File: config.mk
export PLATFORM = sky130hd
export DESIGN_NAME = preemptive_priority_scheduler
export DESIGN_NICKNAME = d
export VERILOG_FILES = /design/src/sv/pps_pkg.sv /design/src/sv/pps_ram.sv /design/src/sv/pps_datapath.sv /design/src/sv/pps_ctrl.sv /design/src/sv/preemptive_priority_scheduler.sv
export SDC_FILE = /design/constraint.sdc
export NUM_CORES = 1
export LEC_CHECK = 0
export BUFFER_PORTS_ARGS = -buffer_cell sky130_fd_sc_hd__buf_2
export CAP_MARGIN = 40
export CELL_PAD_IN_SITES_DETAIL_PLACEMENT = 0
export CELL_PAD_IN_SITES_GLOBAL_PLACEMENT = 2
export CORE_AREA = 2 2 386 388
export DETAILED_ROUTE_END_ITERATION = 16
export DIE_AREA = 0 0 388 390
export HOLD_SLACK_MARGIN = 0.08
export PLACE_DENSITY = 0.65
export SYNTH_ARGS = -nofsm -noshare
export SYNTH_HDL_FRONTEND = slang
export SYNTH_HIERARCHICAL = 1
export SYNTH_SLANG_ARGS = --single-unit
File: constraint.sdc
create_clock -name clk -period 11.2 [get_ports clk]
set_input_delay 2.24 -clock clk [delete_from_list [all_inputs] [get_ports clk]]
set_output_delay 2.24 -clock clk [all_outputs]
set_load 0.05 [all_outputs]
File: src/sv/pps_pkg.sv
// Shared types and codes for the preemptive priority scheduler.
package pps_pkg;

    // Action codes of an input item
    localparam logic ACT_LOAD = 1'b0;
    localparam logic ACT_TICK = 1'b1;

    localparam logic [15:0] CLOCK_MAX = 16'hFFFF;

    // Input item: load a job or advance one tick
    typedef struct packed {
        logic        action;
        logic [15:0] arrival;
        logic [15:0] burst;
        logic [7:0]  prio;
    } req_item_t;

    // Result item of one tick
    typedef struct packed {
        logic [4:0]  job_id;
        logic        idle;
        logic        finished;
        logic [15:0] completion_time;
        logic [15:0] turnaround;
        logic [15:0] waiting;
        logic        all_done;
    } rsp_item_t;

    // One job slot as held in the job table
    typedef struct packed {
        logic [15:0] arrival;
        logic [15:0] burst;
        logic [15:0] left;
        logic [7:0]  prio;
    } job_rec_t;

    // Commands from controller to datapath
    typedef struct packed {
        logic load;
        logic start;
        logic step;
        logic commit;
    } pps_cmd_t;

    // Status from datapath to controller
    typedef struct packed {
        logic scan_end;
    } pps_status_t;

endpackage

File: src/sv/pps_ram.sv
// Generic single-write, single-read RAM with registered read data.
module pps_ram #(
    parameter int WIDTH = 8,
    parameter int DEPTH = 16
) (
    input  logic                     clk,
    input  logic                     we,
    input  logic [$clog2(DEPTH)-1:0] waddr,
    input  logic [WIDTH-1:0]         wdata,
    input  logic [$clog2(DEPTH)-1:0] raddr,
    output logic [WIDTH-1:0]         rdata
);

    logic [WIDTH-1:0] mem [DEPTH];

    // Write port and registered read port
    always_ff @(posedge clk)
    begin
        if (we)
        begin
            mem[waddr] <= wdata;
        end
        rdata <= mem[raddr];
    end

endmodule

File: src/sv/pps_datapath.sv
// Datapath: job table, counters, clock, slot scan and result register.
module pps_datapath #(
    parameter int MAX_JOBS = 16
) (
    input  logic                 clk,
    input  logic                 rst_n,
    input  pps_pkg::req_item_t   req,
    input  pps_pkg::pps_cmd_t    cmd,
    output pps_pkg::pps_status_t status,
    output pps_pkg::rsp_item_t   rsp
);

    localparam int AW  = (MAX_JOBS > 1) ? $clog2(MAX_JOBS) : 1;
    localparam int CW  = $clog2(MAX_JOBS + 1);
    localparam int IDW = (AW + 1 > 5) ? AW + 1 : 5;

    logic [CW-1:0] loaded_reg, loaded_next;
    logic [CW-1:0] finished_reg, finished_next;
    logic [15:0]   clock_reg, clock_next;
    logic [CW-1:0] idx_reg, idx_next;
    logic          rd_pend_reg, rd_pend_next;
    logic [AW-1:0] rd_slot_reg, rd_slot_next;
    logic          found_reg, found_next;
    logic [AW-1:0] best_slot_reg, best_slot_next;
    pps_pkg::job_rec_t best_rec_reg, best_rec_next;
    pps_pkg::rsp_item_t rsp_reg, rsp_next;

    logic              mem_we;
    logic [AW-1:0]     mem_waddr;
    pps_pkg::job_rec_t mem_wdata;
    logic [AW-1:0]     mem_raddr;
    pps_pkg::job_rec_t mem_rdata;

    logic              load_ok;
    logic              issue;
    logic              cand;
    logic [15:0]       clk_inc;
    logic [15:0]       left_dec;
    logic              fin;
    logic [15:0]       tat;
    logic [15:0]       wt;
    logic [IDW-1:0]    id_wide;
    logic [CW-1:0]     fin_count;

    pps_ram #(
        .WIDTH($bits(pps_pkg::job_rec_t)),
        .DEPTH(MAX_JOBS)
    ) u_jobs (
        .clk  (clk),
        .we   (mem_we),
        .waddr(mem_waddr),
        .wdata(mem_wdata),
        .raddr(mem_raddr),
        .rdata(mem_rdata)
    );

    // Scan read issue and candidate test on the returned slot
    assign load_ok   = cmd.load && (loaded_reg < CW'(MAX_JOBS));
    assign issue     = cmd.step && (idx_reg < loaded_reg);
    assign mem_raddr = idx_reg[AW-1:0];
    assign cand      = rd_pend_reg && (mem_rdata.arrival <= clock_reg) &&
                       (mem_rdata.left != 16'd0) &&
                       (!found_reg || (mem_rdata.prio < best_rec_reg.prio));
    assign status.scan_end = (idx_reg == loaded_reg) && !rd_pend_reg;

    // Commit arithmetic for the chosen job
    assign clk_inc   = (clock_reg == pps_pkg::CLOCK_MAX) ? clock_reg : clock_reg + 16'd1;
    assign left_dec  = best_rec_reg.left - 16'd1;
    assign fin       = found_reg && (left_dec == 16'd0);
    assign tat       = clk_inc - best_rec_reg.arrival;
    assign wt        = (tat >= best_rec_reg.burst) ? tat - best_rec_reg.burst : 16'd0;
    assign id_wide   = IDW'(best_slot_reg) + IDW'(1);
    assign fin_count = finished_reg + (fin ? CW'(1) : CW'(0));

    // Table write: new job on load, decremented service on commit
    always_comb
    begin
        mem_we    = 1'b0;
        mem_waddr = loaded_reg[AW-1:0];
        mem_wdata = '{arrival: req.arrival, burst: req.burst,
                      left: req.burst, prio: req.prio};
        if (load_ok)
        begin
            mem_we = 1'b1;
        end
        else if (cmd.commit && found_reg)
        begin
            mem_we         = 1'b1;
            mem_waddr      = best_slot_reg;
            mem_wdata      = best_rec_reg;
            mem_wdata.left = left_dec;
        end
    end

    // Next state of counters, scan and result
    always_comb
    begin
        loaded_next    = loaded_reg;
        finished_next  = finished_reg;
        clock_next     = clock_reg;
        idx_next       = idx_reg;
        rd_pend_next   = issue;
        rd_slot_next   = idx_reg[AW-1:0];
        found_next     = found_reg;
        best_slot_next = best_slot_reg;
        best_rec_next  = best_rec_reg;
        rsp_next       = rsp_reg;

        if (load_ok)
        begin
            loaded_next = loaded_reg + CW'(1);
            if (req.burst == 16'd0)
            begin
                finished_next = finished_reg + CW'(1);
            end
        end

        if (cmd.start)
        begin
            idx_next     = '0;
            rd_pend_next = 1'b0;
            found_next   = 1'b0;
        end
        else
        begin
            if (issue)
            begin
                idx_next = idx_reg + CW'(1);
            end
            if (cand)
            begin
                found_next     = 1'b1;
                best_slot_next = rd_slot_reg;
                best_rec_next  = mem_rdata;
            end
        end

        if (cmd.commit)
        begin
            clock_next    = clk_inc;
            finished_next = fin_count;
            rsp_next      = '0;
            rsp_next.idle = !found_reg;
            if (found_reg)
            begin
                rsp_next.job_id = id_wide[4:0];
            end
            if (fin)
            begin
                rsp_next.finished        = 1'b1;
                rsp_next.completion_time = clk_inc;
                rsp_next.turnaround      = tat;
                rsp_next.waiting         = wt;
            end
            rsp_next.all_done = (fin_count == loaded_reg);
        end
    end

    // Control registers
    always_ff @(posedge clk or negedge rst_n)
    begin
        if (!rst_n)
        begin
            loaded_reg   <= '0;
            finished_reg <= '0;
            clock_reg    <= '0;
            idx_reg      <= '0;
            rd_pend_reg  <= 1'b0;
            found_reg    <= 1'b0;
        end
        else
        begin
            loaded_reg   <= loaded_next;
            finished_reg <= finished_next;
            clock_reg    <= clock_next;
            idx_reg      <= idx_next;
            rd_pend_reg  <= rd_pend_next;
            found_reg    <= found_next;
        end
    end

    // Payload registers
    always_ff @(posedge clk)
    begin
        rd_slot_reg   <= rd_slot_next;
        best_slot_reg <= best_slot_next;
        best_rec_reg  <= best_rec_next;
        rsp_reg       <= rsp_next;
    end

    assign rsp = rsp_reg;

endmodule

File: src/sv/pps_ctrl.sv
// Controller: sequences load, slot scan and commit, owns the handshakes.
module pps_ctrl (
    input  logic                 clk,
    input  logic                 rst_n,
    input  logic                 req_valid,
    input  logic                 req_action,
    input  logic                 rsp_stall,
    input  pps_pkg::pps_status_t status,
    output pps_pkg::pps_cmd_t    cmd,
    output logic                 req_stall,
    output logic                 rsp_valid
);

    localparam logic [1:0] S_IDLE   = 2'd0;
    localparam logic [1:0] S_SCAN   = 2'd1;
    localparam logic [1:0] S_COMMIT = 2'd2;

    logic [1:0] state_reg, state_next;
    logic       rsp_valid_reg, rsp_valid_next;
    logic       out_busy;

    assign out_busy  = rsp_valid_reg && rsp_stall;
    assign req_stall = (state_reg != S_IDLE);

    // Decide commands and next state
    always_comb
    begin
        cmd            = '0;
        state_next     = state_reg;
        rsp_valid_next = out_busy;
        unique case (state_reg)
            S_IDLE:
            begin
                if (req_valid)
                begin
                    if (req_action == pps_pkg::ACT_LOAD)
                    begin
                        cmd.load = 1'b1;
                    end
                    else
                    begin
                        cmd.start  = 1'b1;
                        state_next = S_SCAN;
                    end
                end
            end
            S_SCAN:
            begin
                cmd.step = 1'b1;
                if (status.scan_end)
                begin
                    state_next = S_COMMIT;
                end
            end
            S_COMMIT:
            begin
                // hold until the result register is free
                if (!out_busy)
                begin
                    cmd.commit     = 1'b1;
                    rsp_valid_next = 1'b1;
                    state_next     = S_IDLE;
                end
            end
            default:
            begin
                state_next = S_IDLE;
            end
        endcase
    end

    always_ff @(posedge clk or negedge rst_n)
    begin
        if (!rst_n)
        begin
            state_reg     <= S_IDLE;
            rsp_valid_reg <= 1'b0;
        end
        else
        begin
            state_reg     <= state_next;
            rsp_valid_reg <= rsp_valid_next;
        end
    end

    assign rsp_valid = rsp_valid_reg;

endmodule

File: src/sv/preemptive_priority_scheduler.sv
// Top level of the preemptive priority scheduler.
// A load item writes the job into the next free slot of the job table
// (dropped once MAX_JOBS jobs are loaded). A tick item is accepted, the
// table RAM is read one slot per cycle through its registered read port,
// the scan ends and the result is committed. The result sits in an output
// register, so the next item is accepted while it waits; a tick stalls at
// commit only while the previous result is still stalled.
module preemptive_priority_scheduler #(
    parameter int MAX_JOBS = 16
) (
    input  logic               clk,
    input  logic               rst_n,
    input  logic               req_valid,
    output logic               req_stall,
    input  pps_pkg::req_item_t req,
    output logic               rsp_valid,
    input  logic               rsp_stall,
    output pps_pkg::rsp_item_t rsp
);

    pps_pkg::pps_cmd_t    cmd;
    pps_pkg::pps_status_t status;

    pps_ctrl u_ctrl (
        .clk       (clk),
        .rst_n     (rst_n),
        .req_valid (req_valid),
        .req_action(req.action),
        .rsp_stall (rsp_stall),
        .status    (status),
        .cmd       (cmd),
        .req_stall (req_stall),
        .rsp_valid (rsp_valid)
    );

    pps_datapath #(
        .MAX_JOBS(MAX_JOBS)
    ) u_dp (
        .clk   (clk),
        .rst_n (rst_n),
        .req   (req),
        .cmd   (cmd),
        .status(status),
        .rsp   (rsp)
    );

endmodule

After elaboration in Yosys (flattened, before gate mapping)
Memory sizes are Yosys's and may differ from the RTL's. A register that Yosys moved wholly into a read port is not among the register bits.
Cells that the tools add are included.
{"block": "word_totals", "register_bits": 156, "input_bits": 45, "n_memories": 1, "mem_bits_rw": 896}
{"block": "op_classes", "magnitude_cmp": 5, "bitwise": 1, "n_reduce_logical": 25, "n_addsub": 9, "mux": 33, "n_eq_ne": 9}
{"name": "u_dp.u_jobs.mem", "words": 16, "word_bits": 56, "rd": 1, "rd_ports_with_merged_regs": 1, "wr": 1, "line": "pps_ram.sv:14", "rtl": "logic [WIDTH-1:0] mem [DEPTH];"}
{"op": "$mux W56", "n": 2}
{"op": "$mux W49", "n": 1}
{"op": "$logic_not A16 Y1", "n": 2}
{"op": "$mux W16", "n": 2}
{"op": "$sub A16 B16 Y16", "n": 2}
{"op": "$mux W5", "n": 5}
{"op": "$add A16 B1 Y16 const B", "n": 1}
{"op": "$eq A16 B16 Y1 const B", "n": 1}
{"op": "$ge A16 B16 Y1", "n": 1}
{"op": "$le A16 B16 Y1", "n": 1}
{"op": "$reduce_bool A16 Y1", "n": 1}
{"op": "$sub A16 B1 Y16 const B", "n": 1}
{"op": "$add A5 B1 Y5 const B", "n": 3}
{"op": "$mux W1", "n": 14}
{"op": "$mux W2", "n": 6}
{"op": "$eq A5 B5 Y1", "n": 2}
{"op": "$reduce_bool A2 Y1", "n": 5}
{"op": "$logic_and A1 B1 Y1", "n": 9}
{"op": "$lt A8 B8 Y1", "n": 1}
{"op": "$mux W4", "n": 2}
{"op": "$ne A2 B2 Y1 const B", "n": 4}
{"op": "$pmux W2 S3", "n": 1}
{"op": "$reduce_and A2 Y1", "n": 3}
{"op": "$add A4 B1 Y5 const B", "n": 1}
{"op": "other kinds (10)", "n": 11}

Depth between registers and ports, before layout
Gate-level depths: netlist of the first run.
{"block": "depth", "word_depth": 8, "mapped_depth": 26}

Cells and area by module
Netlist of the first run, hierarchy kept.
{"module": "pps_ram", "area_each_um2": 34678.3, "instances": 1, "cells_each": 1445, "seq_area_each_um2": 28026.9}
{"module": "pps_datapath", "area_each_um2": 9078.7, "instances": 1, "cells_each": 895, "seq_area_each_um2": 4389.2}
{"module": "pps_ctrl", "area_each_um2": 160.2, "instances": 1, "cells_each": 16, "seq_area_each_um2": 75.1}

Worst setup path after synthesis of the first run
OpenSTA, ideal clock, no wires.
{"block": "synth_path", "kind": "input port to flip-flop", "start": "in rsp_stall", "end": "mem u_dp/u_jobs/mem[0][0] in the netlist's numbering, enable pin", "path_stages": 7, "arrival_ns": 10.374, "setup_time_ns": 0.539, "setup_slack_ns": 0.287, "cell_sequence": "a21oi_1 > nand2_1 > a21oi_1 > clkbuf_1 > o21ai_0 > or3b_2 > nor3_1"}
{"block": "synth_via", "word_cells_on_any_way": 10, "classes_between": "mux: 8; reduce/logical: 2"}
{"element": "from (decl)", "line": "preemptive_priority_scheduler.sv:17", "rtl": "input logic rsp_stall,"}
{"element": "$logic_and A1 B1 Y1", "line": "pps_ctrl.sv:22", "rtl": "assign out_busy = rsp_valid_reg && rsp_stall;"}
{"element": "$mux W1", "line": "pps_ctrl.sv:58", "rtl": "if (!out_busy)"}
{"element": "$mux W1", "line": "pps_ctrl.sv:31", "rtl": "unique case (state_reg)"}
{"element": "$logic_and A1 B1 Y1", "line": "pps_datapath.sv:86", "rtl": "else if (cmd.commit && found_reg)"}
{"element": "$mux W4", "line": "pps_datapath.sv:86"}
{"element": "$mux W4", "line": "pps_datapath.sv:82", "rtl": "if (load_ok)"}
{"element": "via u_dp.mem_waddr[2]", "line": "pps_datapath.sv:29", "rtl": "logic [AW-1:0] mem_waddr;"}
{"element": "to (decl)", "line": "pps_ram.sv:14"}
The timed path passes the listed nets, and every way through them passes these cells.

Worst setup path in the final report of the first run
{"block": "layout_path", "start": "reg u_dp.clock_reg[7]", "end": "reg u_dp.rsp_reg, in the netlist u_dp/rsp[9] (data pin)"}
{"block": "layout_via", "elab_chain_len": 5, "word_cells_on_any_way": 7, "classes_between": "add/sub: 3; order compare: 1; eq/ne: 1; mux: 1; reduce/logical: 1"}
{"element": "from (decl)", "line": "pps_datapath.sv:19", "rtl": "logic [15:0] clock_reg, clock_next;"}
{"element": "from (signal assigned)", "line": "pps_datapath.sv:175", "rtl": "clock_reg <= clock_next;"}
{"element": "$eq A16 B16 Y1", "line": "pps_datapath.sv:67", "rtl": "assign clk_inc = (clock_reg == pps_pkg::CLOCK_MAX) ? clock_reg : clock_reg + 16'd1;"}
{"element": "$mux W16", "line": "pps_datapath.sv:67"}
{"element": "via u_dp.clk_inc[1]", "line": "pps_datapath.sv:37", "rtl": "logic [15:0] clk_inc;"}
{"element": "$sub A16 B16 Y16", "line": "pps_datapath.sv:70", "rtl": "assign tat = clk_inc - best_rec_reg.arrival;"}
{"element": "via u_dp.tat[11]", "line": "pps_datapath.sv:40", "rtl": "logic [15:0] tat;"}
{"element": "$ge A16 B16 Y1", "line": "pps_datapath.sv:71", "rtl": "assign wt = (tat >= best_rec_reg.burst) ? tat - best_rec_reg.burst : 16'd0;"}
{"element": "$reduce_and A2 Y1 (no source line)"}
{"element": "to (signal assigned)", "line": "pps_datapath.sv:188", "rtl": "rsp_reg <= rsp_next;"}
{"element": "to (decl)", "line": "pps_datapath.sv:26", "rtl": "pps_pkg::rsp_item_t rsp_reg, rsp_next;"}
The timed path passes the listed nets, and every way through them passes these cells.
A chain may end at the register's enable or synchronous reset.

==> qor.txt, run 1 <==
top-area cell type share of the netlist area: 69.2%
count of hold buffers inserted by post-cts repair: 0
number of enable-type register cells in the synthesized netlist: 1012
required time worst endpoint: 11.61 ns
# Post-CTS Setup Buffers: 0
effective utilization at floorplan: 29.8%
leading cell types by count after synthesis: edfxtp_1 (1012), mux4_2 (224), nand2_1 (164)
Post-Syn Instances: 2356
Final HPWL DP: 70100 microns
DRC violations left: 0
largest clock skew in the final design: 0.0293 ns
area of the core region: 147000 sq um
routed vias: 22.5k
fraction of final layout cells sized beyond drive strength 1: 23.8%
clock tree from TritonCTS: done
FF-to-FF setup slack: 5.05 ns
via density per instance: 4.89
number of warning messages in the yosys log: 6
synthesis-to-finish area growth: 17.1%
Worst-path clk slew: 0.06 ns
arrival time of the worst setup path: 6.56 ns
share of the clock period used by the worst path: 54.9%
Final GP Congestion: 0.774
worst supply voltage drop on vdd: 0.000194 V
share of async-settable or async-resettable flops after synthesis: 3.25%
height of the chip: 390 microns
type of the worst setup path: register to register
Net Count, Synth: 2471
first-pass detailed-route iteration total: 5
Static Leak: 17.2 nW
worst-case clock buffer depth: 3
Synth Register Bits: 1108
type of the most critical hold path: register to register
total number of clock tree sinks: 1108
setup TNS: 0 ns
largest net degree at the start of global routing: 135
number of top-level pins: 103
portion of the post-synthesis area used by sequential elements: 74.0%
area of the die: 151000 sq um
global-route total usage across every layer: 14.4%
first-pass GRT wire length: 162000 microns
cell types with the largest area share after synthesis: edfxtp_1 (69%), mux4_2 (11%), dfxtp_1 (2.7%)
largest fanout on the critical path: 16
number of global-route vias before repair: 23.5k
flip-flop count of the largest register after layout: 896
startpoint types: register
# Max-Cap Violations: 0
antenna violations before repair: 12
final global-route overflow total: 0
detail-routed net length per standard cell: 23.8 microns
primary flip-flop cell chosen by synthesis mapping: edfxtp_1
post-route insts no fill: 4601
Hold Fails Final Rpt: 0
Row Count: 141
wire length reported by the detailed router: 110000 microns
Worst-Margin Slew: 1.05 ns
Worst-Skew Late Latency: 0.71 ns
per-instance average area after synthesis: 18.6 sq um
remaining antenna violation count: 0
outcome: complete, no violations
number of inserted diodes: 0
register bank with the most flops: u_dp/u_jobs/mem
number of buffers created by CTS: 111
count of buffers from port buffering: 102
category of the worst setup path capture point: register
crit path from: u_dp/clock_reg[7]$_DFFE_PN0P_
standard cell area after detailed placement: 47700 sq um
worst rel slew slack: 30.1%
most frequently used cell type in the post-synthesis netlist: edfxtp_1
final count of negative-setup-slack endpoints: 0
die width: 388 microns
unrepaired setup endpoints after global routing: false
netlist area before placement: 43900 sq um
post-route cell area: 51400 sq um
power density over the cells: 239 nW/um^2
leading area contributor after synthesis: edfxtp_1
r2r startpoint: u_dp/clock_reg[7]$_DFFE_PN0P_
beginning of the worst hold path: u_dp/u_jobs/rdata[33]$_DFF_P_
NumNets Final: 2690
First DRT Iteration DRCs: 1860
Final Max Slew Viols: 0
shortest period the worst path allows: 6.15 ns
synth unique cells: 75
placed insts: 4392
master cell of the clock root buffer: clkbuf_16
post-cts repair resize count: 0
Max Fclk: 0.163 GHz
Clock H-tree levels: 3
logic make-up (layout without fill, tap and decap cells):
family / after synthesis / count (layout) / share of synthesized area (%)
AOI/OAI and AO/OA: 297 / 297 / 4.54
xor gates and xnor gates: 79 / 79 / 1.59
adders and majority gates: 70 / 70 / 2.03
buffers and inverters: 173 / 488 / 1.86
DFF: 1108 / 1108 / 74.0
muxes: 230 / 230 / 11.6
and+or+nand+nor: 399 / 399 / 4.36
power breakdown:
| part | switching, W | internal [W] |
|---|---|---|
| clock | 0.00156 | 0.00216 |
| sequential | 0.000241 | 0.00486 |
| combinational | 0.00193 | 0.00151 |
| total | 0.00374 | 0.00853 |
layout by cell type (no fill, tap or decap), drive strengths merged, types with 25 or more instances in the layout:
master	count
and2	26
o21ai	82
clkbuf	161
xor2	26
nor2	81
dfrtp	36
a21oi	38
mux4	224
buf	208
clkinv	34
dfxtp	60
ha	68
nand2	164
nand3	25
xnor2	53
edfxtp	1012
a22oi	113
inv	73
per-stage QoR:
step           setup WS (ns)  total power, W  hold slack (ns)  util (%)
4_1_cts                 5.04          0.0124            0.391      34.9
6_report                5.05          0.0123            0.402      34.9
2_1_floorplan          0.287         0.00755            0.386         -
5_1_grt                 4.33          0.0129            0.394      34.9
3_3_place_gp            4.87         0.00854            0.386      31.9
3_5_place_dp            4.76         0.00869            0.389      32.4
layer usage:
metal / vias up / wire [microns] / GRT usage (%)
met1: 11900 / 49000 / 19.7
met4: 0 / 1890 / 3.11
met5: - / 0 / 0
li1: 9871 / - / -
met2: 584 / 54000 / 24.3
met3: 135 / 4790 / 2.06
critical path, cell delays in order, from the launching register on:
cell,delay (ns)
dfrtp_1,0.49
and4_1,0.30
nand3_1,0.19
or3_1,0.61
a21oi_1,0.43
inv_1,0.08
ha_1,0.27
nor2b_1,0.12
o21ai_0,0.31
o221ai_1,0.21
a41oi_1,0.43
a21oi_1,0.14
xor2_1,0.18
ha_1,0.35
a21oi_1,0.36
o21ai_0,0.15
nor2_1,0.11
a221oi_1,0.08
a2111oi_0,0.37
or3_1,0.54
nor2_1,0.14
layout make-up:
cell class / count / area (sq um)
Fill cell: 13800 / 95700
Sequential cell: 1108 / 32500
Multi-Input combinational cell: 1075 / 10800
Clock buffer: 161 / 3150
Tap cell: 1930 / 2410
Timing Repair Buffer: 209 / 1760
Clock inverter: 48 / 552
Inverter: 70 / 263
final timing paths:
kind / endpoint / cells after the start
worst max-delay path: u_dp/rsp[9]$_SDFFCE_PN0P_ / 20
worst min-delay path: u_dp/best_rec_reg[33]$_DFFE_PP_ / 0
worst max register to register: u_dp/rsp[9]$_SDFFCE_PN0P_ / 20
worst min register to register: u_dp/best_rec_reg[33]$_DFFE_PP_ / 0
max in group asynchronous: u_dp/loaded_reg[2]$_DFFE_PN0P_ / 2
min in group asynchronous: u_dp/clock_reg[0]$_DFFE_PN0P_ / 1
Power figures use the tool's default switching activity.
==> inputs of run 2 (changes only) <==
--- a/config.mk
+++ b/config.mk
@@ -5,15 +5,16 @@
 export SDC_FILE = /design/constraint.sdc
 export NUM_CORES = 1
 export LEC_CHECK = 0
+export ABC_AREA = 1
 export BUFFER_PORTS_ARGS = -buffer_cell sky130_fd_sc_hd__buf_2
 export CAP_MARGIN = 40
 export CELL_PAD_IN_SITES_DETAIL_PLACEMENT = 0
 export CELL_PAD_IN_SITES_GLOBAL_PLACEMENT = 2
-export CORE_AREA = 2 2 386 388
+export CORE_AREA = 2 2 409 411
 export DETAILED_ROUTE_END_ITERATION = 16
-export DIE_AREA = 0 0 388 390
+export DIE_AREA = 0 0 411 413
 export HOLD_SLACK_MARGIN = 0.08
-export PLACE_DENSITY = 0.65
+export PLACE_DENSITY = 0.72
 export SYNTH_ARGS = -nofsm -noshare
 export SYNTH_HDL_FRONTEND = slang
 export SYNTH_HIERARCHICAL = 1
==> constraint.sdc (replaced) <==
create_clock -name clk -period 6.1 [get_ports clk]
set_input_delay 1.22 -clock clk [delete_from_list [all_inputs] [get_ports clk]]
set_output_delay 1.22 -clock clk [all_outputs]
set_load 0.05 [all_outputs]
==> run 2 against run 1 <==
Cell area is 9.6% higher. Final cell count is 58% higher. Utilization is 0.98 points lower. Critical path type unchanged. Hold slack worse by 0.066 ns. Largest power group unchanged.
==> qor.txt, run 2 <==
outcome: complete, no violations
FF-to-FF setup slack: 1.03 ns
largest fanout on the critical path: 16
number of global-route vias before repair: 30.9k
wire length reported by the detailed router: 141000 microns
portion of the post-synthesis area used by sequential elements: 65.7%
arrival time of the worst setup path: 5.65 ns
# Post-CTS Setup Buffers: 0
largest stage delay on the critical path: 0.44 ns
adder-cell area share of the yosys netlist: 1.80%
# Max-Cap Violations: 0
Worst-path clk slew: 0.06 ns
netlist area before placement: 49400 sq um
Static Leak: 24.1 nW
cells on worst reg2reg path: 26
detail-routed net length per standard cell: 19.4 microns
unrepaired setup endpoints after global routing: false
fraction of power consumed by the clock network: 28.2%
register bank with the most flops: u_dp/u_jobs/mem
count of buffers from port buffering: 102
Post-Syn Instances: 4854
type of the most critical hold path: input pin to asynchronous set/reset pin
Worst-Skew Late Latency: 0.74 ns
startpoint types: register
net switching component of the power: 0.00924 W
post-cts repair resize count: 0
Final HPWL DP: 81500 microns
post-layout utilization of the core: 34.0%
number of buffers created by CTS: 113
number of inserted diodes: 0
Net Count, Synth: 4969
leading area contributor after synthesis: edfxtp_1
First DRT Iteration DRCs: 2437
height of the chip: 413 microns
Compound-Gate Fraction of Synth Area: 1.74%
multiplexer share of the synthesized area: 0.0456%
type of the worst setup path: register to register
share of async-settable or async-resettable flops after synthesis: 3.25%
clock tree from TritonCTS: done
NumNets Final: 5091
post-route worst hold slack: 0.336 ns
required time worst endpoint: 6.67 ns
slowest stage cell on the critical path: dfrtp_1
simple-gate portion of the synthesized area: 20.6%
XOR/XNOR share of the synthesized area: 0.815%
most frequent standard cell in the layout excluding fill and tap cells: nand2_1
remaining antenna violation count: 0
master cell of the clock root buffer: clkbuf_16
Seq pwr share: 38.1%
primary flip-flop cell chosen by synthesis mapping: edfxtp_1
count of buffering cells on the critical path with inverters included: 4
number of warning messages in the yosys log: 6
total power of the final layout: 0.0243 W
category of the worst setup path capture point: register
antenna violations before repair: 5
Hold Fails Final Rpt: 0
final global-route overflow total: 0
largest clock skew in the final design: 0.0241 ns
r2r startpoint: u_dp/clock_reg[0]$_DFFE_PN0P_
combinational share of power: 33.7%
endpoint of the lowest-slack register-to-register path: u_dp/rsp[3]$_SDFFCE_PN0P_
worst supply voltage drop on vdd: 0.000294 V
most frequently used cell type in the post-synthesis netlist: nand2_1
synthesis-to-finish area growth: 14.0%
first-pass GRT wire length: 208000 microns
first-pass detailed-route iteration total: 5
setup TNS: 0 ns
DRC violations left: 0
cell types with the largest area share after synthesis: edfxtp_1 (61%), nand2_1 (11%), nand3_1 (7.4%)
leading cell types by count after synthesis: nand2_1 (1450), edfxtp_1 (1012), inv_1 (860)
die width: 411 microns
count of hold buffers inserted by post-cts repair: 0
area of the die: 170000 sq um
Clock H-tree levels: 3
fraction of final layout cells sized beyond drive strength 1: 8.79%
share of the clock period used by the worst path: 83.2%
worst rel slew slack: 40.4%
shortest period the worst path allows: 5.07 ns
Worst-Margin Slew: 0.893 ns
final count of negative-setup-slack endpoints: 0
top library cells by usage in the layout, fill and taps aside: nand2_1 (1450), edfxtp_1 (1012), inv_1 (858)
global-route total usage across every layer: 16.4%
effective utilization at floorplan: 29.8%
combinational family with the most area after synthesis: simple AND/OR/NAND/NOR gates
worst-case clock buffer depth: 3
per-instance average area after synthesis: 10.2 sq um
Max Fclk: 0.197 GHz
number of enable-type register cells in the synthesized netlist: 1012
internal power summed over all cells: 0.0151 W
Final GP Congestion: 0.827
switching part of the total: 38.0%
Final Max Slew Viols: 0
cell with the most instances on the worst path: nand2_1
via density per instance: 4.48
area of the core region: 166000 sq um
flip-flop count of the largest register after layout: 896
total number of clock tree sinks: 1108
power density over the cells: 431 nW/um^2
top-area cell type share of the netlist area: 61.5%
Row Count: 150
Synth Register Bits: 1108
number of top-level pins: 103
Worst path top cell family by delay: simple AND/OR/NAND/NOR gates
routed vias: 32.6k
number of fill cells: 16.9k
largest net degree at the start of global routing: 174
synth unique cells: 45
[run 2: cell types whose count changed after synthesis, moves of 42 or more]
cell     before   now
a22oi_1     112     0
buf_2        15   100
inv_1        70   860
mux4_2      224     0
nand2_1     164  1450
nand3_1      25   728
nor2_1       80   122
xnor2_1      53    10
[run 2: area by class of cell]
| type | instances | area (sq um) | share of cell area [%] |
|---|---|---|---|
| Tap cell | 2204 | 2760 | 4.89 |
| Multi-Input combinational cell | 2670 | 12500 | 22.2 |
| Clock buffer | 156 | 3150 | 5.60 |
| Clock inverter | 59 | 515 | 0.915 |
| Sequential cell | 1108 | 32500 | 57.7 |
| Timing Repair Buffer | 213 | 1610 | 2.86 |
| Inverter | 870 | 3300 | 5.85 |
[run 2: how the worst max path moves through the flow]
stage                                  start                          endpoint  slack, ns  cells past startpoint
2_1_floorplan                      rsp_stall  u_dp/u_jobs/mem[15][0]$_DFFE_PP_       0.64                      9
3_3_place_gp   u_dp/clock_reg[0]$_DFFE_PN0P_        u_dp/rsp[16]$_SDFFCE_PN0P_       1.03                     26
3_5_place_dp   u_dp/clock_reg[0]$_DFFE_PN0P_         u_dp/rsp[3]$_SDFFCE_PN0P_       1.01                     26
4_1_cts        u_dp/clock_reg[0]$_DFFE_PN0P_         u_dp/rsp[5]$_SDFFCE_PN0P_       0.97                     26
5_1_grt        u_dp/clock_reg[0]$_DFFE_PN0P_         u_dp/rsp[5]$_SDFFCE_PN0P_       0.27                     26
6_report       u_dp/clock_reg[0]$_DFFE_PN0P_         u_dp/rsp[3]$_SDFFCE_PN0P_       1.03                     26
[run 2: layer usage]
metal  vias up  routed length (microns)  track usage [%]
met5         -                        0                0
met4         0                     3210             4.86
met3       157                     8420             2.61
met2       828                    66100             26.9
met1     15700                    63400             22.4
li1      16000                        -                -
[run 2: per-stage QoR]
step | worst slack, ns | instance area (sq um) | instances
final | 1.03 | 56300 | 7280
after floorplan | 0.636 | 49500 | 4854
after global placement | 1.03 | 52500 | 7049
after global routing | 0.266 | 56300 | 7280
after detailed placement | 1.01 | 52700 | 7065
after CTS | 0.968 | 56300 | 7280
[run 2: cells by family (layout without fill, tap and decap cells)]
group,count (synthesis),after routing
and+or+nand+nor,2387,2387
DFF,1108,1108
buffers and inverters,1076,1298
AOI/OAI and AO/OA,165,165
adders and majority gates,70,70
xor gates and xnor gates,46,46
muxes,2,2
[run 2: power by group through the flow]
| stage | Sequential (W) | Clock, W | Combinational, W |
|---|---|---|---|
| after floorplan | 0.00919 | 0 | 0.00593 |
| after global placement | 0.00954 | 0 | 0.00812 |
| after detailed placement | 0.00942 | 0 | 0.00826 |
| after CTS | 0.00926 | 0.00705 | 0.00830 |
| after global routing | 0.00929 | 0.00733 | 0.00918 |
| final | 0.00925 | 0.00687 | 0.00819 |
[run 2: worst reg2reg max path: cells and delay by family (launching register included)]
| family | cells | cell delay [ns] |
|---|---|---|
| simple gates | 16 | 2.43 |
| flops | 1 | 0.44 |
| fa+ha+maj | 3 | 0.88 |
| compound gates | 2 | 0.54 |
| xor+xnor | 1 | 0.22 |
| buf+inv | 4 | 0.45 |
==> inputs of run 3 (changes only) <==
==> constraint.sdc (replaced) <==
create_clock -name clk -period 5 [get_ports clk]
set_input_delay 1 -clock clk [delete_from_list [all_inputs] [get_ports clk]]
set_output_delay 1 -clock clk [all_outputs]
set_load 0.05 [all_outputs]
==> run 3 against run 2 <==
Non-clock buffer count rose by 18. Critical path depth unchanged. Clock-buffer cell count did not move. Sequential cell count is the same. Utilization rose by 0.34 points. Clock power increased by 28%. Sequential power is 23% higher. Total power is 24% higher. Global-route usage about the same. Hold slack got worse by 0.19 ns. Routed wire length is 0.43% lower. Clock skew rose by 0.0088 ns.
==> qor.txt, run 3 (synthesis gave the netlist of run 2 again) <==
category of the worst setup path capture point: register
count of buffers from port buffering: 102
Static Leak: 24.4 nW
net switching component of the power: 0.0112 W
final global-route overflow total: 0
number of fill cells: 16.7k
Worst-path clk slew: 0.06 ns
Seq pwr share: 37.9%
arrival time of the worst setup path: 5.24 ns
post-route insts no fill: 7303
global-route total usage across every layer: 16.5%
effective utilization at floorplan: 29.8%
# Max-Cap Violations: 0
share of the clock period used by the worst path: 93.2%
final count of negative-setup-slack endpoints: 0
Hold Fails Final Rpt: 0
number of global-route vias before repair: 31.2k
Row Count: 150
first-pass GRT wire length: 209000 microns
shortest period the worst path allows: 4.66 ns
NumNets Final: 5111
# Post-CTS Setup Buffers: 0
Max Fclk: 0.215 GHz
fraction of final layout cells sized beyond drive strength 1: 9.44%
flip-flop count of the largest register after layout: 896
Worst-Skew Late Latency: 0.74 ns
antenna violations before repair: 5
largest stage delay on the critical path: 0.37 ns
top library cells by usage in the layout, fill and taps aside: nand2_1 (1450), edfxtp_1 (1012), inv_1 (858)
Final HPWL DP: 79100 microns
Worst-Margin Slew: 0.919 ns
register bank with the most flops: u_dp/u_jobs/mem
total number of clock tree sinks: 1108
slowest stage cell on the critical path: ha_2
combinational share of power: 32.8%
routed vias: 32.6k
startpoint types: register
die width: 411 microns
fraction of power consumed by the clock network: 29.3%
area of the core region: 166000 sq um
Final GP Congestion: 0.814
type of the most critical hold path: input pin to asynchronous set/reset pin
synthesis-to-finish area growth: 15.1%
height of the chip: 413 microns
sequential cell area: 32500 sq um
switching part of the total: 37.2%
count of hold buffers inserted by post-cts repair: 0
DRC violations left: 0
worst-case clock buffer depth: 3
area of the die: 170000 sq um
outcome: complete, no violations
placed insts: 7083
detail-routed net length per standard cell: 19.2 microns
total power of the final layout: 0.0301 W
internal power summed over all cells: 0.0189 W
largest net degree at the start of global routing: 171
cell with the most instances on the worst path: nand2_1
worst supply voltage drop on vdd: 0.000426 V
first-pass detailed-route iteration total: 7
largest clock skew in the final design: 0.0329 ns
largest fanout on the critical path: 16
Clock H-tree levels: 3
area taken by multi-input logic gates: 12500 sq um
First DRT Iteration DRCs: 2470
via density per instance: 4.46
number of top-level pins: 103
type of the worst setup path: register to register
Final Max Slew Viols: 0
clock tree from TritonCTS: done
power density over the cells: 528 nW/um^2
wire length reported by the detailed router: 141000 microns
most frequent standard cell in the layout excluding fill and tap cells: nand2_1
worst rel slew slack: 38.8%
remaining antenna violation count: 0
number of buffers created by CTS: 115
required time worst endpoint: 5.58 ns
master cell of the clock root buffer: clkbuf_16
[run 3: path summary, 6_finish.rpt]
path,slack [ns],startpoint,to,cells past startpoint
worst max-delay path,0.34,u_dp/clock_reg[0]$_DFFE_PN0P_,u_dp/rsp[5]$_SDFFCE_PN0P_,26
worst min-delay path,0.14,rst_n,u_ctrl/rsp_valid$_DFF_PN0_,1
worst max register to register,0.34,u_dp/clock_reg[0]$_DFFE_PN0P_,u_dp/rsp[5]$_SDFFCE_PN0P_,26
worst min register to register,0.40,u_dp/u_jobs/rdata[28]$_DFF_P_,u_dp/best_rec_reg[28]$_DFFE_PP_,0
max in group asynchronous,4.36,rst_n,u_dp/clock_reg[3]$_DFFE_PN0P_,2
min in group clk,0.40,u_dp/u_jobs/rdata[28]$_DFF_P_,u_dp/best_rec_reg[28]$_DFFE_PP_,0
[run 3: metal layers]
layer,wire (microns),global-route usage (%)
met3,6590,2.13
met1,66200,23.2
met4,2120,3.59
met2,65700,27.1
met5,0,0
[run 3: worst max-delay path: cells and delay by family, from the launching register on]
kind / cells / cell delay [ns]
AOI/OAI and AO/OA: 2 / 0.32
xor gates and xnor gates: 1 / 0.20
adders and majority gates: 3 / 0.90
buffers and inverters: 4 / 0.29
DFF: 1 / 0.34
and+or+nand+nor: 16 / 2.47
[run 3: timing repair]
| action | in CTS | in global routing |
|---|---|---|
| hold endpoints to repair | 0 | 0 |
| setup endpoints to repair | 0 | 16 |
| gates resized for setup | 0 | 8 |
[run 3: stage by stage]
step	worst slack (ns)	cell area [sq um]	hold WS [ns]	util, %	TNS, ns
4_1_cts	0.117	56900	0.0832	34.3	0
3_3_place_gp	0.203	52800	0.385	31.8	0
5_1_grt	-0.0652	56900	0.124	34.3	-0.347
6_report	0.340	56900	0.143	34.3	0
2_1_floorplan	-0.244	49500	0.386	-	-194.51
3_5_place_dp	0.179	53000	0.389	31.9	0
[run 3: cell type report]
class | instances | share of cell area, %
flip-flops and latches | 1108 | 57.1
multi-input cells | 2670 | 22.0
inverters | 870 | 5.79
clock buffers | 156 | 5.52
well taps | 2204 | 4.85
repair buffers | 231 | 3.39
clock inverters | 63 | 1.29
diodes | 1 | 0.00440
[run 3: power groups by stage]
| stage | sequential, W | combinational (W) | clock [W] |
|---|---|---|---|
| 5_1_grt | 0.0115 | 0.0111 | 0.00937 |
| 4_1_cts | 0.0114 | 0.00998 | 0.00904 |
| 2_1_floorplan | 0.0112 | 0.00723 | 0 |
| 6_report | 0.0114 | 0.00985 | 0.00882 |
| 3_5_place_dp | 0.0116 | 0.00993 | 0 |
| 3_3_place_gp | 0.0117 | 0.00979 | 0 |
